<file path="src/rtl/core/terminal_key_escape_decoder_top_macros.svh">
// Assertion helpers for the escape decoder.
`ifndef TERMINAL_KEY_ESCAPE_DECODER_TOP_MACROS_SVH
`define TERMINAL_KEY_ESCAPE_DECODER_TOP_MACROS_SVH

// Check a property on every clock outside reset.
`define TKED_ASSERT(lbl, prop) \
	lbl: assert property (@(posedge clk) disable iff (!arst_n) prop) \
		else $error("tked: assertion failed");

// Check that a condition implies another on the next clock.
`define TKED_ASSERT_NEXT(lbl, ante, cons) \
	lbl: assert property (@(posedge clk) disable iff (!arst_n) (ante) |=> (cons)) \
		else $error("tked: sequence check failed");

`endif

</file>
<file path="src/rtl/core/tked_pkg.sv">
`timescale 1ns / 1ps
package tked_pkg;

	localparam int unsigned DEF_PARAM_DEPTH = 16;

	// symbol kinds
	localparam logic [3:0] K_CHAR   = 4'd0;
	localparam logic [3:0] K_CTRL   = 4'd1;
	localparam logic [3:0] K_UP     = 4'd2;
	localparam logic [3:0] K_DOWN   = 4'd3;
	localparam logic [3:0] K_RIGHT  = 4'd4;
	localparam logic [3:0] K_LEFT   = 4'd5;
	localparam logic [3:0] K_HOME   = 4'd6;
	localparam logic [3:0] K_END    = 4'd7;
	localparam logic [3:0] K_INSERT = 4'd8;
	localparam logic [3:0] K_DELETE = 4'd9;
	localparam logic [3:0] K_PGUP   = 4'd10;
	localparam logic [3:0] K_PGDN   = 4'd11;
	localparam logic [3:0] K_REPORT = 4'd12;

	// byte codes
	localparam logic [7:0] CH_ESC    = 8'h1B;
	localparam logic [7:0] CH_SPACE  = 8'h20;
	localparam logic [7:0] CH_DEL    = 8'h7F;
	localparam logic [7:0] CH_LBRKT  = 8'h5B;
	localparam logic [7:0] CH_TILDE  = 8'h7E;
	localparam logic [7:0] CH_HASH   = 8'h23;
	localparam logic [7:0] CH_SLASH  = 8'h2F;
	localparam logic [7:0] CH_ZERO   = 8'h30;
	localparam logic [7:0] CH_NINE   = 8'h39;
	localparam logic [7:0] CH_SEMI   = 8'h3B;
	localparam logic [7:0] CH_QMARK  = 8'h3F;
	localparam logic [7:0] CH_ONE    = 8'h31;
	localparam logic [7:0] CH_TWO    = 8'h32;
	localparam logic [7:0] CH_THREE  = 8'h33;
	localparam logic [7:0] CH_FOUR   = 8'h34;
	localparam logic [7:0] CH_FIVE   = 8'h35;
	localparam logic [7:0] CH_SIX    = 8'h36;
	localparam logic [7:0] CH_SEVEN  = 8'h37;
	localparam logic [7:0] CH_EIGHT  = 8'h38;
	localparam logic [7:0] FIN_UP    = 8'h41;
	localparam logic [7:0] FIN_DOWN  = 8'h42;
	localparam logic [7:0] FIN_RIGHT = 8'h43;
	localparam logic [7:0] FIN_LEFT  = 8'h44;
	localparam logic [7:0] FIN_END   = 8'h46;
	localparam logic [7:0] FIN_FIVE  = 8'h47;
	localparam logic [7:0] FIN_HOME  = 8'h48;
	localparam logic [7:0] FIN_RPT   = 8'h52;
	localparam logic [7:0] FIN_PGUP  = 8'h53;
	localparam logic [7:0] FIN_PGDN  = 8'h54;

	typedef struct packed {
		logic [31:0] col;
		logic [31:0] row;
		logic [7:0]  sym_byte;
		logic [3:0]  kind;
	} sym_t;

endpackage

</file>
<file path="src/rtl/core/tked_parser.sv">
`timescale 1ns / 1ps
module tked_parser
	import tked_pkg::*;
#(
	parameter int unsigned PARAM_DEPTH = DEF_PARAM_DEPTH
) (
	input  logic       clk,
	input  logic       arst_n,
	input  logic       step,
	input  logic [7:0] in_byte,
	output logic       emit,
	output sym_t       sym
);

	localparam int unsigned CW = $clog2(PARAM_DEPTH + 1);

	typedef enum logic [3:0] {
		PH_IDLE  = 4'b0001,
		PH_ESC   = 4'b0010,
		PH_PARAM = 4'b0100,
		PH_INTER = 4'b1000
	} phase_t;

	typedef enum logic [5:0] {
		RP_ROW0 = 6'b000001,
		RP_ROW  = 6'b000010,
		RP_COL0 = 6'b000100,
		RP_COL  = 6'b001000,
		RP_BAD  = 6'b010000,
		RP_DONE = 6'b100000
	} rphase_t;

	phase_t      phase_q, phase_d;
	rphase_t     rp_q, rp_d;
	logic [CW-1:0] cnt_q, cnt_d;
	logic [7:0]  first_q, first_d;
	logic [31:0] row_q, row_d;
	logic [31:0] col_q, col_d;

	logic        is_digit;
	logic        is_param;
	logic        is_inter;
	logic [31:0] dval;
	logic [31:0] row_next;
	logic [31:0] col_next;

	assign is_digit = (in_byte >= CH_ZERO) && (in_byte <= CH_NINE);
	assign is_param = (in_byte >= CH_ZERO) && (in_byte <= CH_QMARK);
	assign is_inter = (in_byte == CH_SPACE) || ((in_byte >= CH_HASH) && (in_byte <= CH_SLASH));
	assign dval     = 32'(in_byte[3:0]);
	assign row_next = {row_q[28:0], 3'b000} + {row_q[30:0], 1'b0} + dval;
	assign col_next = {col_q[28:0], 3'b000} + {col_q[30:0], 1'b0} + dval;

	always_comb begin
		phase_d = phase_q;
		rp_d    = rp_q;
		cnt_d   = cnt_q;
		first_d = first_q;
		row_d   = row_q;
		col_d   = col_q;
		emit    = 1'b0;
		sym     = '0;
		unique case (phase_q) inside
			PH_IDLE: begin
				if (in_byte == CH_ESC) begin
					phase_d = PH_ESC;
				end else begin
					emit         = 1'b1;
					sym.sym_byte = in_byte;
					sym.kind     = ((in_byte < CH_SPACE) || (in_byte == CH_DEL)) ? K_CTRL : K_CHAR;
				end
			end
			PH_ESC: begin
				if (in_byte == CH_LBRKT) begin
					phase_d = PH_PARAM;
					cnt_d   = '0;
					first_d = '0;
					row_d   = '0;
					col_d   = '0;
					rp_d    = RP_ROW0;
				end else begin
					phase_d = PH_IDLE;
				end
			end
			PH_PARAM, PH_INTER: begin
				if ((phase_q == PH_PARAM) && is_param) begin
					if (cnt_q < CW'(PARAM_DEPTH)) begin
						if (cnt_q == '0) begin
							first_d = in_byte;
						end
						cnt_d = cnt_q + CW'(1);
						unique case (rp_q) inside
							RP_ROW0, RP_ROW: begin
								if (is_digit) begin
									row_d = row_next;
									rp_d  = RP_ROW;
								end else if ((rp_q == RP_ROW) && (in_byte == CH_SEMI)) begin
									rp_d = RP_COL0;
								end else begin
									rp_d = RP_BAD;
								end
							end
							RP_COL0, RP_COL: begin
								if (is_digit) begin
									col_d = col_next;
									rp_d  = RP_COL;
								end else begin
									rp_d = (rp_q == RP_COL) ? RP_DONE : RP_BAD;
								end
							end
							default: begin
								rp_d = rp_q;
							end
						endcase
					end
				end else if (is_inter) begin
					phase_d = PH_INTER;
				end else begin
					phase_d = PH_IDLE;
					emit    = 1'b1;
					unique case (in_byte)
						FIN_UP:    sym.kind = K_UP;
						FIN_DOWN:  sym.kind = K_DOWN;
						FIN_RIGHT: sym.kind = K_RIGHT;
						FIN_LEFT:  sym.kind = K_LEFT;
						FIN_END:   sym.kind = K_END;
						FIN_HOME:  sym.kind = K_HOME;
						FIN_PGUP:  sym.kind = K_PGUP;
						FIN_PGDN:  sym.kind = K_PGDN;
						FIN_FIVE: begin
							sym.kind     = K_CHAR;
							sym.sym_byte = CH_FIVE;
						end
						FIN_RPT: begin
							sym.kind = K_REPORT;
							sym.row  = row_q;
							sym.col  = col_q;
							emit     = (rp_q == RP_COL) || (rp_q == RP_DONE);
						end
						CH_TILDE: begin
							unique case (first_q) inside
								CH_ONE, CH_SEVEN:  sym.kind = K_HOME;
								CH_TWO:            sym.kind = K_INSERT;
								CH_THREE:          sym.kind = K_DELETE;
								CH_FOUR, CH_EIGHT: sym.kind = K_END;
								CH_FIVE:           sym.kind = K_PGUP;
								CH_SIX:            sym.kind = K_PGDN;
								default:           emit = 1'b0;
							endcase
							if (cnt_q != CW'(1)) begin
								emit = 1'b0;
							end
						end
						default: begin
							emit = 1'b0;
						end
					endcase
				end
			end
			default: begin
				phase_d = PH_IDLE;
			end
		endcase
	end

	always_ff @(posedge clk or negedge arst_n) begin
		if (!arst_n) begin
			phase_q <= PH_IDLE;
			rp_q    <= RP_ROW0;
			cnt_q   <= '0;
			first_q <= '0;
			row_q   <= '0;
			col_q   <= '0;
		end else if (step) begin
			phase_q <= phase_d;
			rp_q    <= rp_d;
			cnt_q   <= cnt_d;
			first_q <= first_d;
			row_q   <= row_d;
			col_q   <= col_d;
		end
	end

endmodule

</file>
<file path="src/rtl/core/terminal_key_escape_decoder_top.sv">
`timescale 1ns / 1ps
// An accepted byte is held in the input register, then its key symbol in the output register.
// Throughput: one byte per cycle when not stalled; the state steps once per byte.
// A stalled output register holds its symbol while the input register still fills.
// Reset (arst_n low) clears the parse state, the report numbers and both valid flags.
`include "terminal_key_escape_decoder_top_macros.svh"
module terminal_key_escape_decoder_top
	import tked_pkg::*;
#(
	parameter int unsigned PARAM_DEPTH = DEF_PARAM_DEPTH
) (
	input  logic        clk,
	input  logic        arst_n,
	input  logic        s_tvalid,
	output logic        s_tready,
	input  logic [7:0]  s_tdata,  // [7:0] in_byte
	output logic        m_tvalid,
	input  logic        m_tready,
	output logic [79:0] m_tdata   // [3:0] sym_kind, [11:4] sym_byte, [43:12] report_row,
	                              // [75:44] report_col, [79:76] zero
);

	logic       valid_s1;
	logic [7:0] byte_s1;
	logic       advance;
	logic       emit;
	sym_t       sym;
	logic       out_valid_q;
	sym_t       out_q;

	assign advance  = !out_valid_q || m_tready;
	assign s_tready = !valid_s1 || advance;

	always_ff @(posedge clk or negedge arst_n) begin
		if (!arst_n) begin
			valid_s1 <= 1'b0;
		end else if (s_tready) begin
			valid_s1 <= s_tvalid;
		end
	end

	always_ff @(posedge clk) begin
		if (s_tready && s_tvalid) begin
			byte_s1 <= s_tdata;
		end
	end

	tked_parser #(
		.PARAM_DEPTH(PARAM_DEPTH)
	) u_parser (
		.clk     (clk),
		.arst_n  (arst_n),
		.step    (valid_s1 && advance),
		.in_byte (byte_s1),
		.emit    (emit),
		.sym     (sym)
	);

	always_ff @(posedge clk or negedge arst_n) begin
		if (!arst_n) begin
			out_valid_q <= 1'b0;
		end else if (advance) begin
			out_valid_q <= valid_s1 && emit;
		end
	end

	always_ff @(posedge clk) begin
		if (advance && valid_s1 && emit) begin
			out_q <= sym;
		end
	end

	assign m_tvalid = out_valid_q;
	assign m_tdata  = {4'b0000, out_q};

	`TKED_ASSERT(a_ready_when_empty, !m_tvalid |-> s_tready)
	`TKED_ASSERT(a_rose_needs_item, $rose(m_tvalid) |-> $past(valid_s1))
	`TKED_ASSERT_NEXT(a_no_item_no_result, !m_tvalid && !valid_s1, !m_tvalid)
	`TKED_ASSERT(a_report_fields, (m_tvalid && (m_tdata[3:0] != K_REPORT)) |-> (m_tdata[75:12] == '0))

endmodule
</file>
<file path="config.mk">
export PLATFORM = sky130hd
export DESIGN_NAME = terminal_key_escape_decoder_top
export DESIGN_NICKNAME = d
export VERILOG_FILES = /design/src/rtl/core/tked_pkg.sv /design/src/rtl/core/tked_parser.sv /design/src/rtl/core/terminal_key_escape_decoder_top.sv
export VERILOG_INCLUDE_DIRS = /design/src /design/src/rtl/core
export SDC_FILE = /design/constraint.sdc
export NUM_CORES = 1
export LEC_CHECK = 0
export ABC_AREA = 0
export CORE_MARGIN = 2
export CORE_UTILIZATION = 30
export DETAILED_ROUTE_END_ITERATION = 6
export DONT_BUFFER_PORTS = 1
export SLEW_MARGIN = 25
export SYNTH_ARGS = -nofsm -noshare
export SYNTH_HDL_FRONTEND = slang
export SYNTH_SLANG_ARGS = --single-unit
</file>
<file path="constraint.sdc">
create_clock -name clk -period 7.04 [get_ports clk]
set_input_delay 1.056 -clock clk [delete_from_list [all_inputs] [get_ports clk]]
set_output_delay 1.056 -clock clk [all_outputs]
set_load 0.01 [all_outputs]
</file>
==> results list <==
- The flow ran to the end, and the final reports show no timing, DRC or antenna violations.
- Crit share post-route: 52.3%
- Number of clock buffers inserted by TritonCTS: 17
- After detailed routing, the number of remaining DRC violations is 0.
- Crit end category: flip-flop
- The endpoint identified for the worst register-to-register timing path is u_parser.col_q[30]$_DFFE_PN0P_.
* Die area: 37800 µm²
* R2R Path Start: byte_s1[3]$_DFFE_PP_
* Layout cells sized above 1: 5.52%
- Number of hold violations in the final report: 0
* Count of buffers from port buffering: 0
- Final setup violation count: 0
- DRC violation total after the first TritonRoute iteration: 534
* Vias per cell: 5.13
* Total of warnings raised by yosys: 0
* MaxCap Viol Count: 0
* Dominant cells by area after synthesis: sky130_fd_sc_hd__edfxtp_1 23%, sky130_fd_sc_hd__dfrtp_1 20%, sky130_fd_sc_hd__ha_1 14%, sky130_fd_sc_hd__and2_1 4.3%, sky130_fd_sc_hd__o21ai_0 3.6%
- Number of synthesized register bits: 173
* Count of cells along the worst register-to-register path: 11
- Clock H-tree levels: 4
- Leak pwr: 0.00563 µW
- Arrival time at the worst endpoint: 3980 ps
- Cell area after technology mapping: 10900 µm²
- Critical path fanouts, max: 14
* CTS root buffer: sky130_fd_sc_hd__clkbuf_16
- After routing, the total negative slack on setup checks comes to 0 ps.
- For this configuration, the core starts out at a cell density of 30.5%.
* Proportion of register bits with asynchronous set or reset after synthesis: 51.4%
- On the final layout, the worst hold slack is 322 ps.
- Residual overflow from global routing: 0
- Routability-driven placement finished with a final weighted congestion of 0.886.
- In this run the tightest slew margin relative to its limit is 47.1%.
- Fin. max-slew vios: 0
* Detailed-route via count: 7854
- First-pass iteration count of the detailed router: 4
- The synthesized netlist contains 78 unique library cells.
- The worst-case IR drop observed on VDD is 0.154 mV.
- The floorplan step set the die height to 195 µm.
- Counting the fill cells in the layout gives 3543.
* Critical path required time: 7340 ps
- Clock-pin slew of the registers on the worst-case setup and hold paths: 80 ps
* Net count of the finished layout: 1190
* Number of antenna violations at the first check in global routing: 5
* Commonest cells in the synthesized netlist: 119 x sky130_fd_sc_hd__ha_1, 104 x sky130_fd_sc_hd__nand2_1, 87 x sky130_fd_sc_hd__dfrtp_1, 84 x sky130_fd_sc_hd__edfxtp_1, 79 x sky130_fd_sc_hd__o21ai_0
- Summed over all instances, the cell type with the most area after synthesis is sky130_fd_sc_hd__edfxtp_1.
* Clock period minus final worst setup slack: 3680 ps
- After synthesis, the largest area contributor takes up 23.2% of total cell area.
- In the post-synthesis netlist, the cell with the most instances is sky130_fd_sc_hd__ha_1.
- Post-synthesis cell count: 1064
- The clock arrives with 12.6 ps of skew.
- Number of sinks on the clock net: 173
* Core Area: 35700 µm²
- Wire length per cell after detailed routing: 16.7 µm
- Top Ports: 94
* Path category of the worst min-delay check: in2async
- Sequential cells were found to cover 43.6% of the synthesized design area.
- Floorplan row count: 69
* Largest net degree at the start of global routing: 90
* # resized after CTS: 0
* Chip width: 195 µm
- Placed instance area: 11400 µm²
* Unrepaired setup endpoints after global routing: no
- Count of antenna-violating nets left after detailed routing: 0
* Type of element launching the critical path: flip-flop
* Most instantiated flip-flop cell in the synthesis netlist: sky130_fd_sc_hd__dfrtp_1
- The via count of the first global-routing pass is 7962.
- From synthesis to final layout, the design area changed by 10.4%.
- Post-synthesis area per instance: 10.2 µm²
- Number of flops mapped to enable cells by yosys: 84
- CTS tree: yes
- The clock reaches the later pin of the worst-skew pair after 440 ps.
- The first global-routing pass estimated 42.2 mm of wire.
- After legalization and detailed placement, the total HPWL measured 18.3 mm.
- Wire length reported by the detailed router: 25.5 mm
- Clock Path Buffers: 2
- Buffers inserted to repair hold after CTS numbered 0.
- Across every metal layer, demand over resource in global routing totals 13.9%.
- Post-CTS timing repair inserted 0 buffers for setup.
* Finished layout cell area: 12000 µm²
- Power spread over the standard cell area amounts to 191 nW/µm².
- Register-to-register setup slack: 3360 ps
* Pin slew with the least headroom to its limit: 791 ps
- Derived from the worst setup path, the maximum achievable clock frequency is 272 MHz.
- The worst setup path is of the reg2reg kind.
==> layer usage <==
| layer | global-route usage, % | vias to the layer above | part of all wire (%) | routed length (µm) |
|---|---|---|---|---|
| li1 | - | 3877 | - | - |
| met1 | 18.0 | 3810 | 47 | 12000 |
| met2 | 22.6 | 134 | 47 | 11900 |
| met3 | 3.44 | 29 | 4.7 | 1210 |
| met4 | 4.67 | 4 | 1.5 | 392 |
| met5 | 0 | - | 0.13 | 34 |
==> sequential cells by signal (all words and copies together) (netlist names) <==
signal            count
u_parser.col_q       32
u_parser.first_q      8
u_parser.cnt_q        5
m_tvalid              1
m_tdata              76
u_parser.rp_q         6
valid_s1              1
u_parser.row_q       32
u_parser.phase_q      4
byte_s1               8
==> layout make-up <==
type                       instances  area, µm²  share of cell area (%)
clock inverter                    14        179                    1.49
inverter                          24       90.1                   0.750
timing repair buffer               6       65.1                   0.541
multi-input combinational        833       5910                    49.2
sequential                       173       4750                    39.5
tap                              461        577                    4.80
clock buffer                      18        439                    3.65
antenna                            3       7.51                  0.0625
==> cells in the final DEF (no fill, tap or decap), drive strengths merged, types with 11 or more instances in the layout <==
master / netlist / final
o31ai: 11 / 11
a21o: 40 / 40
a22o: 17 / 17
nor2: 61 / 61
ha: 119 / 119
nand3: 18 / 18
clkbuf: 28 / 18
nand2: 105 / 105
inv: 24 / 30
nor3: 15 / 15
dfrtp: 87 / 87
edfxtp: 84 / 84
o21ai: 84 / 84
xnor2: 29 / 29
and2: 76 / 76
and3: 11 / 11
a211oi: 12 / 12
xor2: 31 / 31
a21oi: 59 / 59
nand2b: 13 / 13
nor2b: 14 / 14
==> critical path, stage by stage, from the launching register on <==
cell and delay (ps):
sky130_fd_sc_hd__edfxtp_1 630, sky130_fd_sc_hd__fa_1 650, sky130_fd_sc_hd__inv_1 70, sky130_fd_sc_hd__fa_1 460
sky130_fd_sc_hd__nor2b_1 130, sky130_fd_sc_hd__o21ai_0 140, sky130_fd_sc_hd__a211o_1 370, sky130_fd_sc_hd__a211o_1 320
sky130_fd_sc_hd__a311oi_1 330, sky130_fd_sc_hd__o21ai_0 160, sky130_fd_sc_hd__mux2i_1 160, sky130_fd_sc_hd__o311ai_0 140
==> where the power goes <==
| group | switching, µW | internal (µW) |
|---|---|---|
| logic | 91.9 | 44.7 |
| registers | 41.3 | 1110 |
| clock network | 435 | 575 |
==> logic make-up after synthesis <==
family	after synthesis	share of synthesized area (%)
and+or+nand+nor	349	16.4
AOI/OAI and AO/OA	290	17.7
DFF	173	43.6
adders and majority gates	123	14.4
buffers and inverters	61	2.32
xor gates and xnor gates	60	4.83
muxes	7	0.667
other	1	0.0344
==> worst max-delay path by stage <==
stage                                     from                              to  slack (ps)  cells past startpoint
after floorplan           byte_s1[7]$_DFFE_PP_            m_tdata[0]$_DFFE_PP_        1700                      8
after global placement    byte_s1[4]$_DFFE_PP_       m_tdata[57]$_SDFFCE_PP0P_        3260                      9
after detailed placement  byte_s1[4]$_DFFE_PP_            m_tdata[9]$_DFFE_PP_        3130                      8
after CTS                 byte_s1[4]$_DFFE_PP_       m_tdata[62]$_SDFFCE_PP0P_        3110                      8
after global routing      byte_s1[4]$_DFFE_PP_  u_parser.row_q[16]$_DFFE_PN0P_        3050                      7
final                     byte_s1[3]$_DFFE_PP_  u_parser.col_q[30]$_DFFE_PN0P_        3360                     11
==> through the flow <==
step                      total power (µW)  setup slack (ps)  utilization (%)  cells
after floorplan                       1270              1700                -   1067
after global placement                1310              3260             31.9   1496
after detailed placement              1310              3130             31.9   1496
after CTS                             2320              3110             33.6   1528
after global routing                  2390              3050             33.7   1529
final                                 2300              3360             33.7   1532
(Power assumes the default switching activity.)
